===== src/rtl/dbs_pkg.sv =====
package dbs_pkg;

	// Operation codes carried by an input item.
	localparam logic [1:0] OP_PUSH_FIRST  = 2'd0;
	localparam logic [1:0] OP_PUSH_SECOND = 2'd1;
	localparam logic [1:0] OP_FETCH       = 2'd2;

	// Decimal digit limits.
	localparam logic [3:0] DIGIT_MAX = 4'd9;
	localparam logic [4:0] RADIX     = 5'd10;

	// Input item.
	typedef struct packed {
		logic [1:0] opcode;
		logic [3:0] digit_in;
	} cmd_t;

	// Result item.
	typedef struct packed {
		logic [3:0] digit_out;
		logic       negative;
		logic       last;
		logic       overflow;
	} res_t;

endpackage


===== src/rtl/decimal_bignum_subtractor_core.sv =====
// Decimal big-number subtractor. Digits of the first and second operand are pushed most
// significant first (opcodes 0 and 1) and each fetch (opcode 2) returns one digit of
// first minus second, most significant first, without leading zeros, with a negative
// flag and a last flag on the final digit; equal or empty operands give a single 0.
// Digits above nine are stored as nine, and digits pushed into a full store are dropped
// and raise overflow. The first fetch after pushes runs a compare pass and then a borrow
// pass over N digits, N being the length of the longer operand (at least one); the passes
// walk the two digit memories one digit per cycle through their single read ports. Each
// fetch then reads the difference store and loads the digit into the result register.
// After the last digit has been fetched all stores and flags are empty again.
module decimal_bignum_subtractor_core
	import dbs_pkg::*;
#(
	parameter int MAX_DIGITS = 128
) (
	input  logic clk,
	input  logic arst_n,
	input  logic cmd_valid,
	output logic cmd_stall,
	input  cmd_t cmd,
	output logic res_valid,
	input  logic res_stall,
	output res_t res
);

	localparam int AW = (MAX_DIGITS > 1) ? $clog2(MAX_DIGITS) : 1;
	localparam int CW = $clog2(MAX_DIGITS + 1);
	localparam logic [CW-1:0] MAX_C = CW'(MAX_DIGITS);

	typedef enum logic [6:0] {
		ST_IDLE = 7'b0000001,
		ST_CMP  = 7'b0000010,
		ST_SUB  = 7'b0000100,
		ST_FIN  = 7'b0001000,
		ST_LOAD = 7'b0010000,
		ST_READ = 7'b0100000,
		ST_OUT  = 7'b1000000
	} state_t;

	state_t state_q;

	// Digit stores.
	logic [3:0] first_mem [MAX_DIGITS];
	logic [3:0] second_mem [MAX_DIGITS];
	logic [3:0] diff_mem [MAX_DIGITS];

	logic [CW-1:0] cnt_a_q, cnt_b_q, len_q, n_q, pos_q;
	logic [AW-1:0] rp_q, start_q;
	logic          done_q, neg_q, ovf_q, decided_q, borrow_q;
	logic [3:0]    rd_a_q, rd_b_q, diff_rd_q;

	// Serial pass stage.
	logic          cmp_s1, sub_s1, ina_s1, inb_s1;
	logic [AW-1:0] waddr_s1;

	logic          res_valid_q;
	res_t          res_q;

	logic          cmd_fire, push_a, push_b, fetch, fin;
	logic [3:0]    dig_clamped;
	logic [CW-1:0] n_nxt, addr_a_full, addr_b_full, waddr_full;
	logic [3:0]    a_dig, b_dig, big, d;
	logic [4:0]    small5, diff5;
	logic          borrow_nxt;

	// Input handshake: one item at a time, fetch only when the result register can load.
	assign cmd_stall = (state_q != ST_IDLE) || (res_valid_q && res_stall);
	assign cmd_fire  = cmd_valid && !cmd_stall;
	assign push_a    = cmd_fire && (cmd.opcode == OP_PUSH_FIRST);
	assign push_b    = cmd_fire && (cmd.opcode == OP_PUSH_SECOND);
	assign fetch     = cmd_fire && (cmd.opcode == OP_FETCH);
	assign dig_clamped = (cmd.digit_in > DIGIT_MAX) ? DIGIT_MAX : cmd.digit_in;

	// Working length is the longer operand, at least one digit.
	always_comb begin
		n_nxt = (cnt_a_q > cnt_b_q) ? cnt_a_q : cnt_b_q;
		if (n_nxt == '0) begin
			n_nxt = CW'(1);
		end
	end

	// Read addresses for digit weight pos_q, aligned at the least significant digit.
	assign addr_a_full = cnt_a_q - CW'(1) - pos_q;
	assign addr_b_full = cnt_b_q - CW'(1) - pos_q;
	assign waddr_full  = n_q - CW'(1) - pos_q;

	// Operand stores: written on push, read one digit per cycle during the passes.
	always_ff @(posedge clk) begin
		if (push_a && (cnt_a_q < MAX_C)) begin
			first_mem[cnt_a_q[AW-1:0]] <= dig_clamped;
		end
		rd_a_q <= first_mem[addr_a_full[AW-1:0]];
	end

	always_ff @(posedge clk) begin
		if (push_b && (cnt_b_q < MAX_C)) begin
			second_mem[cnt_b_q[AW-1:0]] <= dig_clamped;
		end
		rd_b_q <= second_mem[addr_b_full[AW-1:0]];
	end

	// Difference store: written by the borrow pass, read at the read pointer.
	always_ff @(posedge clk) begin
		if (sub_s1) begin
			diff_mem[waddr_s1] <= d;
		end
		diff_rd_q <= diff_mem[rp_q];
	end

	// One borrow step on the digit pair in the pass stage.
	always_comb begin
		a_dig  = ina_s1 ? rd_a_q : '0;
		b_dig  = inb_s1 ? rd_b_q : '0;
		big    = neg_q ? b_dig : a_dig;
		small5 = {1'b0, (neg_q ? a_dig : b_dig)} + {4'd0, borrow_q};
		if ({1'b0, big} >= small5) begin
			diff5      = {1'b0, big} - small5;
			borrow_nxt = 1'b0;
		end else begin
			diff5      = {1'b0, big} + RADIX - small5;
			borrow_nxt = 1'b1;
		end
		d = diff5[3:0];
	end

	// The current fetch returns the final digit.
	assign fin = ({1'b0, CW'(rp_q)} + {{CW{1'b0}}, 1'b1}) >= {1'b0, len_q};

	// Pass stage registers.
	always_ff @(posedge clk or negedge arst_n) begin
		if (!arst_n) begin
			cmp_s1 <= 1'b0;
			sub_s1 <= 1'b0;
		end else begin
			cmp_s1 <= (state_q == ST_CMP);
			sub_s1 <= (state_q == ST_SUB);
		end
	end

	always_ff @(posedge clk) begin
		ina_s1   <= pos_q < cnt_a_q;
		inb_s1   <= pos_q < cnt_b_q;
		waddr_s1 <= waddr_full[AW-1:0];
	end

	// Control sequencer.
	always_ff @(posedge clk or negedge arst_n) begin
		if (!arst_n) begin
			state_q   <= ST_IDLE;
			cnt_a_q   <= '0;
			cnt_b_q   <= '0;
			len_q     <= '0;
			n_q       <= '0;
			pos_q     <= '0;
			rp_q      <= '0;
			start_q   <= '0;
			done_q    <= 1'b0;
			neg_q     <= 1'b0;
			ovf_q     <= 1'b0;
			decided_q <= 1'b0;
			borrow_q  <= 1'b0;
		end else begin
			// Compare step, most significant position first.
			if (cmp_s1 && !decided_q && (a_dig != b_dig)) begin
				decided_q <= 1'b1;
				neg_q     <= b_dig > a_dig;
			end
			// Borrow step; the last nonzero digit seen is the leading one.
			if (sub_s1) begin
				borrow_q <= borrow_nxt;
				if (d != '0) begin
					start_q <= waddr_s1;
				end
			end

			unique case (state_q)
				ST_IDLE: begin
					if (push_a || push_b) begin
						done_q <= 1'b0;
						neg_q  <= 1'b0;
						len_q  <= '0;
						rp_q   <= '0;
						if (push_a) begin
							if (cnt_a_q < MAX_C) begin
								cnt_a_q <= cnt_a_q + CW'(1);
							end else begin
								ovf_q <= 1'b1;
							end
						end else begin
							if (cnt_b_q < MAX_C) begin
								cnt_b_q <= cnt_b_q + CW'(1);
							end else begin
								ovf_q <= 1'b1;
							end
						end
					end else if (fetch) begin
						if (done_q) begin
							state_q <= ST_READ;
						end else begin
							n_q       <= n_nxt;
							pos_q     <= n_nxt - CW'(1);
							start_q   <= AW'(n_nxt - CW'(1));
							neg_q     <= 1'b0;
							decided_q <= 1'b0;
							borrow_q  <= 1'b0;
							state_q   <= ST_CMP;
						end
					end
				end
				ST_CMP: begin
					if (pos_q == '0) begin
						state_q <= ST_SUB;
					end else begin
						pos_q <= pos_q - CW'(1);
					end
				end
				ST_SUB: begin
					if (pos_q == n_q - CW'(1)) begin
						state_q <= ST_FIN;
					end else begin
						pos_q <= pos_q + CW'(1);
					end
				end
				ST_FIN: begin
					state_q <= ST_LOAD;
				end
				ST_LOAD: begin
					rp_q    <= start_q;
					len_q   <= n_q;
					done_q  <= 1'b1;
					state_q <= ST_READ;
				end
				ST_READ: begin
					state_q <= ST_OUT;
				end
				ST_OUT: begin
					state_q <= ST_IDLE;
					if (fin) begin
						cnt_a_q <= '0;
						cnt_b_q <= '0;
						len_q   <= '0;
						rp_q    <= '0;
						done_q  <= 1'b0;
						neg_q   <= 1'b0;
						ovf_q   <= 1'b0;
					end else begin
						rp_q <= rp_q + AW'(1);
					end
				end
				default: begin
					state_q <= ST_IDLE;
				end
			endcase
		end
	end

	// Result register.
	always_ff @(posedge clk or negedge arst_n) begin
		if (!arst_n) begin
			res_valid_q <= 1'b0;
		end else if (state_q == ST_OUT) begin
			res_valid_q <= 1'b1;
		end else if (!res_stall) begin
			res_valid_q <= 1'b0;
		end
	end

	always_ff @(posedge clk) begin
		if (state_q == ST_OUT) begin
			res_q.digit_out <= diff_rd_q;
			res_q.negative  <= neg_q;
			res_q.last      <= fin;
			res_q.overflow  <= ovf_q;
		end
	end

	assign res_valid = res_valid_q;
	assign res       = res_q;

	// A readout step always presents an item.
	assert property (@(posedge clk) disable iff (!arst_n)
		(state_q == ST_OUT) |=> res_valid)
		else $error("readout step did not present an item");

	// A computed result never points past its end.
	assert property (@(posedge clk) disable iff (!arst_n)
		done_q |-> ({1'b0, CW'(rp_q)} < {1'b0, len_q}))
		else $error("read pointer beyond difference length");

	// Returned digits are decimal.
	assert property (@(posedge clk) disable iff (!arst_n)
		res_valid |-> (res.digit_out <= DIGIT_MAX))
		else $error("result digit above nine");

	// Fetching the final digit empties the operand stores.
	assert property (@(posedge clk) disable iff (!arst_n)
		((state_q == ST_OUT) && fin) |=> ((cnt_a_q == '0) && (cnt_b_q == '0) && !done_q))
		else $error("stores not cleared after final digit");

endmodule


===== config.mk =====
export PLATFORM = sky130hd
export DESIGN_NAME = decimal_bignum_subtractor_core
export DESIGN_NICKNAME = d
export VERILOG_FILES = /design/src/rtl/dbs_pkg.sv /design/src/rtl/decimal_bignum_subtractor_core.sv
export SDC_FILE = /design/constraint.sdc
export NUM_CORES = 2
export LEC_CHECK = 0
export BUFFER_PORTS_ARGS = -buffer_cell sky130_fd_sc_hd__buf_2
export CAP_MARGIN = 20
export CORE_MARGIN = 4
export CORE_UTILIZATION = 38
export CTS_BUF_LIST = sky130_fd_sc_hd__clkbuf_4 sky130_fd_sc_hd__clkbuf_8
export DETAILED_ROUTE_END_ITERATION = 12
export HOLD_SLACK_MARGIN = 0.1
export PLACE_DENSITY = 0.55
export SYNTH_ARGS = -nofsm -noshare
export SYNTH_HDL_FRONTEND = slang
export SYNTH_SLANG_ARGS = --single-unit

===== constraint.sdc =====
create_clock -name clk -period 7.65 [get_ports clk]
set_clock_uncertainty 0.2 [all_clocks]
set_input_delay 2.295 -clock clk [delete_from_list [all_inputs] [get_ports clk]]
set_output_delay 2.295 -clock clk [all_outputs]
set_load 0.01 [all_outputs]

==> results_dict.tcl <==
set metrics [dict create \
    fmax_mhz 189 \
    cap_violations 0 \
    h-tree-depth 5 \
    vias 34800 \
    dp_slack_ns 1.86 \
    synthFlopType "edfxtp_1" \
    yosysWarningCount 0 \
    die_height_microns 429 \
    core_area_sq_um 176000 \
    p_seq_frac 0.370 \
    synth_nets 3829 \
    cts_sinks 1633 \
    synthesis.area_sq_um 67400 \
    synth-edff-count 1543 \
    worst_pin_slew_ns 1.12 \
    antenna_found_initial 2 \
    drc 0 \
    ctsRootBufferMaster "clkbuf_8" \
    ant_nets 0 \
    path_clk_slew_ns 0.06 \
    p_leak_nw 23.9 \
    crit_required_ns 5.16 \
    ir_worst_vdd_mv 0.604 \
    switching_power_w 0.0114 \
    cts_made_buffers 292 \
    fin_crit_sh 0.692 \
    first_global_vias 36300 \
    grt_overflow 0 \
    synthDistinctLibCells 66 \
    arrival_ns 2.80 \
    post_cts_buffers 0 \
    start_kind "primary input" \
    crit_path_end_kind "output port" \
    final_layout_size_suffix_gt1_frac 0.233 \
    pin_count 19 \
    powerDensity_nw_per_um2 443 \
    ys_async_sr_fraction 0.0423 \
    layoutNonFillerInstCount 6448 \
    p_comb_frac 0.388 \
    setup_violations 0 \
    avgSynthCellArea_sq_um 18.0 \
    via_per_inst 5.39 \
    p_int_w 0.0222 \
    post-dp-hpwl_mm 95.0 \
    routabilityCongestion 0.767 \
    postLayoutSetupSlackWorst_ns 2.36 \
    status "completed" \
    hold_viol 0 \
    holdCritPathClass "flop to flop" \
    cp_max_fo 5 \
    layout.nets 4001 \
    final-max-slew-violation-count 0 \
    wl_per_cell_microns 25.1 \
    routed_wirelength_mm 162 \
    cts_tree "yes" \
    syn_inst 3740 \
    dieArea_sq_um 184000 \
    placedCellCount 5956 \
    crit_type "primary input to output port" \
    grt_pass1_wl_mm 241 \
    rows 154 \
    ys_ff_latch 1633 \
    area_growth_pct 12.9 \
    die_w_microns 429 \
    max-slew-margin-rel 0.252 \
    p_sw_frac 0.340 \
    post_cts_resized 0 \
    grt_use_total 0.174 \
    p_clk_frac 0.242 \
    initial_core_util 0.382 \
    grt_max_degree 161 \
    io_buffers 18 \
    yosysSeqAreaShare 0.719 \
    drtIter0Drc 3049 \
    dr.pass1.iters 5 \
    hold_ws_ns 0.258 \
    period_minus_slack_ns 5.29 \
    clockBufferDepth 4 \
    rsz0062_at_grt "false" \
    fin_setup_tns_ns 0 \
    clock_latency_ns 1.03 \
    hold_buffers 0 \
]
## critical path, cell delays in order
cell	delay, ns
buf_2	0.09
nand2_1	0.18
nand2_1	0.07
buf_2	0.16
## layout make-up
class	instances	area (sq um)
fillers	15400	100000
flip-flops and latches	1633	48500
multi-input cells	1837	18000
clock buffers	381	4750
well taps	2340	2930
clock inverters	107	965
repair buffers	81	694
inverters	67	254
diodes	2	5.00
## logic make-up after synthesis
logic type | Yosys count | share of synthesized area
DFF | 1633 | 0.719
buffers and inverters | 270 | 0.0166
adders and majority gates | 79 | 0.0153
xor gates and xnor gates | 47 | 0.00611
muxes | 557 | 0.154
and+or+nand+nor | 804 | 0.0524
AOI/OAI and AO/OA | 350 | 0.0359
## power groups by stage
stage	Combinational [W]	Sequential (W)	Clock [W]
2_1_floorplan	0.00883	0.0123	0
3_3_place_gp	0.0132	0.0126	0
3_5_place_dp	0.0133	0.0126	0
4_1_cts	0.0133	0.0124	0.00837
5_1_grt	0.0141	0.0125	0.00880
6_report	0.0131	0.0124	0.00814
## flip-flops by register name (all words and copies together), names as in the netlist, 4 cells and up
register and cells:
cnt_a_q 8, cnt_b_q 8, diff_mem 512, diff_rd_q 4
first_mem 512, len_q 8, n_q 8, pos_q 8
rd_a_q 4, rd_b_q 4, res 7, rp_q 7
second_mem 512, start_q 7, state_q 7, waddr_s1 7
## path summary, 6_finish.rpt
check | startpoint | end | slack, ns | cells after the start
worst max-delay path | res_stall | cmd_stall | 2.36 | 4
worst min-delay path | ovf_q | res[0] | 0.26 | 0
worst max register to register | pos_q[0] | rd_b_q[0] | 2.71 | 10
worst min register to register | ovf_q | res[0] | 0.26 | 0
max in group asynchronous | arst_n | state_q[0] | 5.71 | 2
min in group asynchronous | arst_n | start_q[4] | 0.91 | 1
## cell usage in the layout, fill, tap and decap left out, types with 8 or more instances in the layout
cell type	synthesis	final
a21o_1	18	18
nand2_1	123	121
nor4_1	12	12
a31oi_1	11	11
a22oi_1	12	12
clkinv_2	0	31
o21ai_0	84	84
dfxtp_1	21	21
clkbuf_8	0	303
buf_4	9	55
inv_1	66	65
a21oi_1	52	52
dfrtp_1	68	64
buf_2	52	16
o221ai_1	74	74
nor2_1	467	467
nand2b_1	16	14
clkinv_1	1	52
o22ai_1	10	9
mux4_2	384	384
o211ai_1	27	27
o21bai_1	8	8
xor2_1	15	14
ha_1	73	71
buf_12	0	8
mux2i_1	168	168
nand3_1	66	62
nor3_1	22	22
nand4_1	16	16
edfxtp_1	1543	1543
xnor2_1	32	25
and3_1	17	17
clkbuf_4	0	79
nor2b_1	21	19
o31ai_1	15	15
a22o_1	8	8
bufinv_16	0	19
## stage by stage
step / cell area [sq um] / power (W) / util
final: 76100 / 0.0337 / 0.431
after global routing: 76100 / 0.0354 / 0.431
after CTS: 76000 / 0.0341 / 0.431
after detailed placement: 70300 / 0.0259 / 0.399
after global placement: 70300 / 0.0258 / 0.399
after floorplan: 67400 / 0.0211 / -
## routing by layer
layer  GRT usage  wire [microns]  share of wire
met1       0.238           70200           0.43
met2       0.280           78200           0.48
met3      0.0361            8950          0.055
met4      0.0564            4320          0.027
met5           0               0              0
## cells in the mapped netlist, drive strengths merged (6+ instances only)
library cell | n | area [sq um]
nor2b | 21 | 131
nand4 | 16 | 100
dfxtp | 21 | 420
a22oi | 12 | 90.1
xnor2 | 32 | 280
o31ai | 15 | 113
edfxtp | 1543 | 46300
o221ai | 74 | 648
a211oi | 6 | 45.0
nor3 | 28 | 176
buf | 72 | 377
a31oi | 11 | 68.8
a21oi | 52 | 260
nand3 | 66 | 330
a21o | 18 | 135
ha | 73 | 913
o21ai | 89 | 445
nor4 | 12 | 75.1
mux4 | 384 | 8650
clkbuf | 131 | 493
xor2 | 15 | 131
mux2i | 168 | 1680
inv | 66 | 248
o21bai | 8 | 60.1
nand2b | 16 | 100
or4 | 6 | 45.0
fa | 6 | 120
a22o | 8 | 70.1
nor2 | 467 | 1750
dfrtp | 68 | 1700
nand2 | 124 | 468
nand3b | 6 | 45.0
o22ai | 11 | 75.1
o211ai | 27 | 203
and3 | 17 | 106
(Power assumes the default switching activity.)
